<file path="config.mk">
export PLATFORM = sky130hd
export DESIGN_NAME = fir_filter_clamped_12bit
export DESIGN_NICKNAME = d
export VERILOG_FILES = /design/src/rtl/fcf_pkg.sv /design/src/rtl/fcf_delay_line.sv /design/src/rtl/fcf_mac.sv /design/src/rtl/fir_filter_clamped_12bit.sv
export VERILOG_INCLUDE_DIRS = /design/src /design/src/rtl
export SDC_FILE = /design/constraint.sdc
export NUM_CORES = 2
export LEC_CHECK = 0
export ABC_CLOCK_PERIOD_IN_PS = 8500
export BUFFER_PORTS_ARGS = -buffer_cell sky130_fd_sc_hd__buf_4
export CAP_MARGIN = 25
export CORE_MARGIN = 3
export CORE_UTILIZATION = 30
export CTS_CLUSTER_DIAMETER = 200
export DETAILED_ROUTE_END_ITERATION = 8
export PLACE_DENSITY = 0.49
export SYNTH_ARGS = -nofsm -noshare
export SYNTH_HDL_FRONTEND = slang
export SYNTH_HIERARCHICAL = 1
export SYNTH_SLANG_ARGS = --single-unit
export TNS_END_PERCENT = 100
</file>
<file path="constraint.sdc">
create_clock -name clock -period 8.5 [get_ports clock]
set_input_delay 0.425 -clock clock [delete_from_list [all_inputs] [get_ports clock]]
set_output_delay 0.425 -clock clock [all_outputs]
set_load 0.005 [all_outputs]
</file>
<file path="src/rtl/fir_filter_clamped_12bit_assert.svh">
// ----------------------------------------------------------------------------
// fir filter assertion macros
// concurrent checks that compile away when SYNTHESIS is defined
// ----------------------------------------------------------------------------
`ifndef FIR_FILTER_CLAMPED_12BIT_ASSERT_SVH
`define FIR_FILTER_CLAMPED_12BIT_ASSERT_SVH

`ifndef SYNTHESIS

// antecedent implies consequent in the same cycle
`define FCF_ASSERT_NOW(lbl, clk, rst, ante, cons) \
   lbl: assert property (@(posedge clk) disable iff (rst) (ante) |-> (cons)) \
      else $error("fcf check failed");

// antecedent implies consequent in the next cycle
`define FCF_ASSERT_NEXT(lbl, clk, rst, ante, cons) \
   lbl: assert property (@(posedge clk) disable iff (rst) (ante) |=> (cons)) \
      else $error("fcf check failed");

`else

`define FCF_ASSERT_NOW(lbl, clk, rst, ante, cons)
`define FCF_ASSERT_NEXT(lbl, clk, rst, ante, cons)

`endif

`endif

</file>
<file path="src/rtl/fcf_pkg.sv">
// ----------------------------------------------------------------------------
// fcf_pkg
// widths, register indexes and reset values of the clamped fir filter
// ----------------------------------------------------------------------------
package fcf_pkg;

   localparam int SAMPLE_W  = 12;
   localparam int COEF_W    = 16;
   localparam int COEF_REGS = 3;
   localparam int FRAC_BITS = 12;
   // unsigned sample widened by one sign bit, times a signed coefficient
   localparam int PROD_W    = SAMPLE_W + 1 + COEF_W;
   // at most three weighted taps
   localparam int SUM_W     = PROD_W + 2;
   localparam int WHOLE_W   = SUM_W - 1 - FRAC_BITS;
   localparam int CSR_IDX_W = 2;

   localparam logic [SAMPLE_W-1:0] OUT_MAX = 12'hFFF;

   localparam logic [COEF_W-1:0] COEF_NEWEST_RST = 16'h1000;
   localparam logic [COEF_W-1:0] COEF_MIDDLE_RST = 16'h0000;
   localparam logic [COEF_W-1:0] COEF_OLDEST_RST = 16'h0000;

   typedef enum logic [CSR_IDX_W-1:0] {
      CSR_COEF_NEWEST = 2'd0,
      CSR_COEF_MIDDLE = 2'd1,
      CSR_COEF_OLDEST = 2'd2
   } csr_index_type;

   typedef logic [COEF_REGS-1:0][COEF_W-1:0] coef_bank_type;

endpackage

</file>
<file path="src/rtl/fcf_delay_line.sv">
// ----------------------------------------------------------------------------
// fcf_delay_line
// sample history, newest in slot zero, shifted once per accepted sample
// ----------------------------------------------------------------------------
module fcf_delay_line
   import fcf_pkg::*;
#(
   parameter int DEPTH = 3
) (
   input  logic                            clock,
   input  logic                            reset,
   input  logic                            shift_en,
   input  logic [SAMPLE_W-1:0]             sample_in,
   output logic [DEPTH-1:0][SAMPLE_W-1:0]  taps
);

   logic [DEPTH-1:0][SAMPLE_W-1:0] history_ff;
   logic [DEPTH-1:0][SAMPLE_W-1:0] history_in;

   always_comb begin
      history_in = history_ff;
      if (shift_en) begin
         history_in[0] = sample_in;
         for (int i = 1; i < DEPTH; i++) begin
            history_in[i] = history_ff[i-1];
         end
      end
   end

   always_ff @(posedge clock) begin
      if (reset) begin
         history_ff <= '0;
      end else begin
         history_ff <= history_in;
      end
   end

   assign taps = history_ff;

endmodule

</file>
<file path="src/rtl/fcf_mac.sv">
// ----------------------------------------------------------------------------
// fcf_mac
// weighted sum of the taps at full precision, clamped to the output range
// ----------------------------------------------------------------------------
module fcf_mac
   import fcf_pkg::*;
#(
   parameter int TAPS = 3
) (
   input  logic [TAPS-1:0][SAMPLE_W-1:0] taps,
   input  coef_bank_type                 coefs,
   output logic [SAMPLE_W-1:0]           filtered
);

   logic signed [PROD_W-1:0] prod [TAPS];
   logic signed [SUM_W-1:0]  acc;
   logic [WHOLE_W-1:0]       whole;

   for (genvar k = 0; k < TAPS; k++) begin : g_tap
      assign prod[k] = $signed({1'b0, taps[k]}) * $signed(coefs[k]);
   end

   always_comb begin
      acc = '0;
      for (int k = 0; k < TAPS; k++) begin
         acc = acc + {{(SUM_W-PROD_W){prod[k][PROD_W-1]}}, prod[k]};
      end
   end

   // drop the fraction, sign bit handled by the clamp
   assign whole = acc[SUM_W-2:FRAC_BITS];

   always_comb begin
      if (acc[SUM_W-1]) begin
         filtered = '0;
      end else if (|whole[WHOLE_W-1:SAMPLE_W]) begin
         filtered = OUT_MAX;
      end else begin
         filtered = whole[SAMPLE_W-1:0];
      end
   end

endmodule

</file>
<file path="src/rtl/fir_filter_clamped_12bit.sv">
// accepted samples enter the history stage, their filtered values the result stage
// throughput: one sample per cycle unless stalled, set by the single history and result stage
// req_stall rises only while a result is held on rsp and the history stage is full
// reset clears the sample history, the valid flags and sets coef_newest to 1.0
// ----------------------------------------------------------------------------
// fir_filter_clamped_12bit
// three-tap fir on unsigned 12-bit samples with q4.12 weights and clamped output
// ----------------------------------------------------------------------------
`include "fir_filter_clamped_12bit_assert.svh"

module fir_filter_clamped_12bit
   import fcf_pkg::*;
#(
   parameter int TAP_COUNT = 3
) (
   input  logic                 clock,
   input  logic                 reset,
   input  logic                 req_valid,
   output logic                 req_stall,
   input  logic [SAMPLE_W-1:0]  req_sample_in,
   output logic                 rsp_valid,
   input  logic                 rsp_stall,
   output logic [SAMPLE_W-1:0]  rsp_filtered_out,
   input  logic                 csr_valid,
   output logic                 csr_ready,
   input  logic [CSR_IDX_W-1:0] csr_index,
   input  logic [COEF_W-1:0]    csr_data
);

   // only the first three taps carry a weight
   localparam int MAC_TAPS = (TAP_COUNT < COEF_REGS) ? TAP_COUNT : COEF_REGS;

   coef_bank_type coef_ff;
   coef_bank_type coef_in;

   logic                 hist_valid_ff;
   logic                 hist_valid_in;
   logic                 rsp_valid_ff;
   logic                 rsp_valid_in;
   logic [SAMPLE_W-1:0]  filtered_ff;
   logic [SAMPLE_W-1:0]  filtered_in;

   logic                 req_take;
   logic                 rsp_take;
   logic                 out_free;
   logic                 hist_move;
   logic [MAC_TAPS-1:0][SAMPLE_W-1:0] taps;
   logic [SAMPLE_W-1:0]  mac_result;

   // configuration
   assign csr_ready = 1'b1;

   always_comb begin
      coef_in = coef_ff;
      if (csr_valid) begin
         case (csr_index)
            CSR_COEF_NEWEST: coef_in[0] = csr_data;
            CSR_COEF_MIDDLE: coef_in[1] = csr_data;
            CSR_COEF_OLDEST: coef_in[2] = csr_data;
            default:         coef_in = coef_ff;
         endcase
      end
   end

   always_ff @(posedge clock) begin
      if (reset) begin
         coef_ff[0] <= COEF_NEWEST_RST;
         coef_ff[1] <= COEF_MIDDLE_RST;
         coef_ff[2] <= COEF_OLDEST_RST;
      end else begin
         coef_ff <= coef_in;
      end
   end

   // flow control
   assign out_free  = !rsp_valid_ff || !rsp_stall;
   assign hist_move = hist_valid_ff && out_free;
   assign req_stall = hist_valid_ff && !out_free;
   assign req_take  = req_valid && !req_stall;
   assign rsp_take  = rsp_valid_ff && !rsp_stall;

   assign hist_valid_in = req_take || (hist_valid_ff && !out_free);
   assign rsp_valid_in  = hist_move || (rsp_valid_ff && !rsp_take);
   assign filtered_in   = hist_move ? mac_result : filtered_ff;

   fcf_delay_line #(
      .DEPTH     (MAC_TAPS)
   ) u_delay_line (
      .clock     (clock),
      .reset     (reset),
      .shift_en  (req_take),
      .sample_in (req_sample_in),
      .taps      (taps)
   );

   fcf_mac #(
      .TAPS      (MAC_TAPS)
   ) u_mac (
      .taps      (taps),
      .coefs     (coef_ff),
      .filtered  (mac_result)
   );

   always_ff @(posedge clock) begin
      if (reset) begin
         hist_valid_ff <= 1'b0;
         rsp_valid_ff  <= 1'b0;
      end else begin
         hist_valid_ff <= hist_valid_in;
         rsp_valid_ff  <= rsp_valid_in;
      end
   end

   always_ff @(posedge clock) begin
      filtered_ff <= filtered_in;
   end

   assign rsp_valid        = rsp_valid_ff;
   assign rsp_filtered_out = filtered_ff;

   // a transaction on req always lands in the history stage
   `FCF_ASSERT_NEXT(a_req_to_hist, clock, reset, req_take, hist_valid_ff)
   // a history item moving on always shows up as a result
   `FCF_ASSERT_NEXT(a_hist_to_rsp, clock, reset, hist_move, rsp_valid_ff)
   // with nothing behind it, a taken result leaves the output empty
   `FCF_ASSERT_NEXT(a_rsp_drains, clock, reset, rsp_take && !hist_valid_ff, !rsp_valid_ff)
   // the history stage never back-pressures while the output is free
   `FCF_ASSERT_NOW(a_no_idle_stall, clock, reset, !rsp_valid_ff, !req_stall)

endmodule

</file>
After elaboration in Yosys (flattened, before gate mapping)
Cells that the tools add are included.
- flip-flop bits (word level): 98
- latch bits: 0
- memory bits (writable): 0
- memory bits (read-only): 0
- bits of input ports: 35
- output and inout port bits: 15
- logic and storage cells: 35
- memories kept: 0
- add/sub/neg operators: 2
- multipliers: 3
- divide/modulo/power cells: 0
- $lt $le $gt $ge: 0
- equal/unequal tests: 2
- shift-type cells: 0
- multiplexer cells: 1
- bitwise gates (word level): 0
- reduce and logical (&&, ||, !) cells: 18
- operator list (operator ; number):
    $mul 13x16->29 ; 3
    $add 31x31->31 ; 1
    $add 29x29->30 ; 1
    $mux 12 ; 1
    $reduce_and 2->1 ; 3
    $reduce_or 6->1 ; 1
    $logic_and 1x1->1 ; 5
    $logic_not 1->1 ; 5
    $logic_or 1x1->1 ; 3
    $eq 2x1->1 const B ; 1
    $eq 2x2->1 const B ; 1
    $logic_not 2->1 ; 1

Depth between registers and ports, before layout
- word-level depth: 7
- depth in mapped cells: 28
- gate-level depth less buffers: 26

By module
Netlist, hierarchy kept.
- by module, submodules not included (module ; instances ; cells an instance ; area an instance (sq um) ; seq. area each (sq um)):
    fcf_mac ; 1 ; 2362 ; 22246.3 ; 0.0
    fir_filter_clamped_12bit ; 1 ; 202 ; 2398.6 ; 1361.3
    fcf_delay_line ; 1 ; 116 ; 1306.3 ; 720.7

Worst setup path after synthesis
No wires, ideal clock.
- path type: register -> register
- start: register u_delay_line.history_ff, in the netlist u_delay_line/taps[3]
- end: register filtered_ff[0] (netlist: rsp_filtered_out[0]) (data pin)
- setup time: 0.266 ns
- arrival: 7.218 ns
- required time: 8.234 ns
- path slack: 1.016 ns
- stages on the path, launching flop included: 27
- buffers on the path: 2
- clock period less this slack: 7.484 ns
- cell sequence: dfxtp_1 clkbuf_1 nand2_1 fa_1 inv_1 fa_1 fa_1 inv_1 fa_1 fa_1 inv_1 fa_1 fa_1 inv_1 fa_1 inv_1 ha_1 nand2_1 o31ai_1 nand2_1 o21ba_1 a2111o_1 a21boi_0 o21ai_0 a221oi_2 buf_4 a31oi_2
- word-level cells in the longest chain between the ends: 5
- ends and longest elaborated chain (item ; RTL line ; source):
    start, declared ; fcf_delay_line.sv:17 ; logic [DEPTH-1:0][SAMPLE_W-1:0] history_ff;
    start signal, assigned ; fcf_delay_line.sv:34 ; history_ff <= history_in;
    $mul 13x16->29 (*) ; fcf_mac.sv:20 ; assign prod[k] = $signed({1'b0, taps[k]}) * $signed(coefs[k]);
    $add 29x29->30 (*) ; fcf_mac.sv:26 ; acc = acc + {{(SUM_W-PROD_W){prod[k][PROD_W-1]}}, prod[k]};
    $add 31x31->31 (*) ; fcf_mac.sv:26 ;
    $reduce_or 6->1 ; fcf_mac.sv:36 ; end else if (|whole[WHOLE_W-1:SAMPLE_W]) begin
    $mux 12 ; fcf_mac.sv:36 ;
    end signal, assigned ; fir_filter_clamped_12bit.sv:115 ; filtered_ff <= filtered_in;
    end, declared ; fir_filter_clamped_12bit.sv:40 ; logic [SAMPLE_W-1:0] filtered_ff;
Mark *: on every way between the ends. The rest lies on a longest branch, timed or not.
A chain may end at the register's enable or synchronous reset.

Worst setup path after layout
- start: register u_delay_line.history_ff, in the netlist u_delay_line/taps[5]
- end: register filtered_ff[5] (netlist: rsp_filtered_out[5]) (data pin)
The elaborated chain is that of the path after synthesis.

==> metrics.txt <==
post-synthesis adder-cell area fraction 0.585; Die ar. 90,100 um2; synth-to-layout area growth 8.03%; hold_sp req_valid; FF-to-FF End rsp_filtered_out[5]; Initial Util 0.304; clock latency on the worst-skew pair 400 ps; Routed WL per cell 17.8 um; R2R Setup Slk 420 ps; Hold Crit Depth 3; WHS Endpoint hist_valid_ff; Cell Pwr Density 54.5 nW/um2; Layout Nets 3,540; ys async rst share 0; mux share of post-synthesis cell area 0.0328; post-CTS resize count 3; clock-pin slew on the worst setup and hold paths 80 ps; DR pass1 iterations 5; total track usage 0.161; Sw Pwr 0.599 mW; internal cell power 0.929 mW; Unique masters post-synth 54; hold buffer count at CTS 0; Seq/Total Area, Yosys 0.0802; CTS max path bufs 2; first-pass GRT wire length 110 mm; reg2reg start u_delay_line/taps[5]; Detail Route Antenna Nets 0; Die Y 300 um; logic gate share of total power 0.346; Final Hold Fails 0; unrepaired setup endpoints after global routing no; Hold Path Class input pin to flip-flop; I/O pin total 50; largest fanout on the critical path 12; CP arrival 8210 ps; Final setup violation count 0; via count 16,800; vias in the first global route 18,700; Worst Tran Pin Value 985 ps; critical path class flip-flop to flip-flop; 1st-iter DRT viols 622; shortest period the worst path allows 8080 ps; I/O Buffers 48; leakage 13.8 nW; initial antenna violation count 0; Setup Fix Bufs, Post-CTS 0; Core Footprint 85,400 um2; Max IR drop VDD 0.0000918 V; row cnt 107; Final GP Congestion 0.818; TNS Setup 0 ps; grt ovf 0; final wirelength 68.2 mm; setup ws final 423 ps; Syn Inst Count 2,680; final period utilization 0.950; Post-synth EDFFs 12; Synthesized Nets 3,531; Post-Synth Simple-Gate Area 0.145; Register-to-Register Path Depth 26; Die W 300 um; Yosys warning total 6; Setup crit end kind flip-flop; Synth Area in XOR/XNOR 0.00844; Final Slew Violations 0; Clock Sinks 98; final clock skew 14.8 ps; post-synthesis register bit count 98; pin count of the biggest net entering global routing 55; relative slew slack 0.343; DRC 0; Worst Path Required 8630 ps; fmax 0.124 GHz; compound-cell area share of the yosys netlist 0.0219; root buffer cell clkbuf_16; max_cap viols 0; Reg power frac 0.371; pre-CTS setup slack -311 ps; CP startpoint kind flip-flop; via/cell ratio 4.37; mapped cell area 26,000 um2; layout cells sized above 1 0.0572; run status complete, no violations; CTS tree built; H-tree levels 3; top_reg_cell synth dfxtp_1; Detailed Place HPWL 59.1 mm; Switching Share 0.392; Clock power frac 0.283; TritonCTS buffer count 9; Util after Layout 0.328; Syn Area/Cell 9.68 um2; largest family of logic cells by synthesized area adder cells
## sequential cells by signal, indices dropped and copies added, names as in the netlist
name	flops
rsp_filtered_out	12
hist_valid_ff	1
coef_ff	48
u_delay_line/taps	36
rsp_valid	1
## cells in the final DEF, fill, tap and decap left out, drive strengths merged, types with 3 or more instances in the layout
cell / count
inv: 741
fa: 663
and2: 311
nand2: 285
ha: 153
buf: 106
dfxtp: 86
mux2i: 85
nand2b: 65
nor2: 43
a21oi: 22
xnor2: 21
a31oi: 14
edfxtp: 12
o21ai: 12
clkbuf: 11
a21o: 6
and4: 5
nor3: 4
xor2: 4
nor2b: 4
o21a: 3
clkinv: 3
a211oi: 3
## cells by family after synthesis
family	count (synthesis)
flops	98
simple gates	730
xor+xnor	25
buf+inv	848
fa+ha+maj	816
compound gates	77
other cells	1
mux	85
## routing by layer
metal  global-route usage  vias up  part of all wire  wire length [um]
li1                     -     7639                 -                 -
met1                0.210     8831              0.43             29500
met2                0.284      253              0.52             35300
met3               0.0169       69             0.027              1840
met4               0.0400        0             0.024              1640
met5                    0        -                 0                 0
## Yosys cell counts, types with 2 or more instances
cell type / number / area, um2
fa_1: 663 / 13300
buf_4: 3 / 22.5
buf_2: 6 / 30.0
and3b_1: 2 / 17.5
buf_12: 3 / 60.1
xnor2_1: 21 / 184
buf_1: 5 / 18.8
nand3_1: 2 / 10.0
dfxtp_1: 86 / 1720
a211o_1: 2 / 17.5
nand2_1: 285 / 1070
and2_1: 311 / 1950
nor2b_1: 4 / 25.0
ha_1: 153 / 1910
o21ai_1: 2 / 10.0
a211oi_1: 2 / 15.0
a21o_1: 6 / 45.0
nor2_1: 43 / 161
and4_1: 4 / 35.0
nor3_1: 4 / 20.0
inv_1: 740 / 2780
a21boi_0: 2 / 15.0
nand2b_1: 65 / 407
clkbuf_1: 88 / 330
mux2i_1: 85 / 851
buf_6: 3 / 33.8
a31oi_1: 4 / 25.0
o21ai_0: 10 / 50.1
o31ai_1: 2 / 15.0
and3_1: 2 / 12.5
edfxtp_1: 12 / 360
or3_1: 2 / 12.5
a21oi_1: 22 / 110
nand3b_1: 2 / 15.0
a31oi_2: 10 / 125
o21a_1: 3 / 22.5
xor2_1: 4 / 35.0
## worst max-delay path by stage
stage                               start                   to  slack [ps]  cells after the start
floorplan            u_delay_line/taps[3]  rsp_filtered_out[0]        1020                     26
global route         u_delay_line/taps[5]  rsp_filtered_out[1]          20                     24
global placement    u_delay_line/taps[14]  rsp_filtered_out[5]        -270                     24
CTS                 u_delay_line/taps[13]  rsp_filtered_out[5]         120                     23
finish               u_delay_line/taps[5]  rsp_filtered_out[5]         420                     26
detailed placement  u_delay_line/taps[14]  rsp_filtered_out[5]        -310                     24
## critical path, cell delays in order (launching register included)
cell and delay [ps]:
dfxtp_1 600, nand2_1 150, fa_1 510, inv_1 60
fa_1 500, inv_1 50, fa_1 530, fa_1 520
fa_1 510, inv_1 50, fa_1 490, fa_1 490
inv_1 50, fa_1 470, inv_1 40, ha_1 320
a31o_2 250, a21oi_1 120, o21ai_0 90, buf_4 170
o2111ai_1 460, a2111o_1 290, a21boi_0 120, or3_1 350
a221oi_2 240, buf_4 260, a31oi_2 110
## power groups by stage
stage	Combinational [mW]	Sequential (mW)	Clock [mW]
finish	0.529	0.567	0.432
detailed placement	0.539	0.577	0
global placement	0.536	0.578	0
CTS	0.542	0.566	0.454
global route	0.599	0.573	0.463
floorplan	0.373	0.531	0
## through the flow
stage / hold WS, ps / area, um2 / power [mW] / instances
2_1_floorplan: 464 / 26000 / 0.904 / 2680
3_5_place_dp: 504 / 27700 / 1.12 / 3821
4_1_cts: 214 / 28000 / 1.56 / 3837
3_3_place_gp: 507 / 27700 / 1.11 / 3820
5_1_grt: 239 / 28000 / 1.63 / 3838
6_report: 242 / 28000 / 1.53 / 3840
## area by class of cell
cell class | count | area, um2
Fill cell | 9145 | 57400
Multi-Input combinational cell | 1734 | 20600
Inverter | 740 | 2780
Sequential cell | 98 | 2100
Tap cell | 1144 | 1430
Timing Repair Buffer | 106 | 828
Clock buffer | 11 | 233
Clock inverter | 5 | 41.3
Antenna cell | 2 | 5.00
Power figures use the tool's default switching activity.
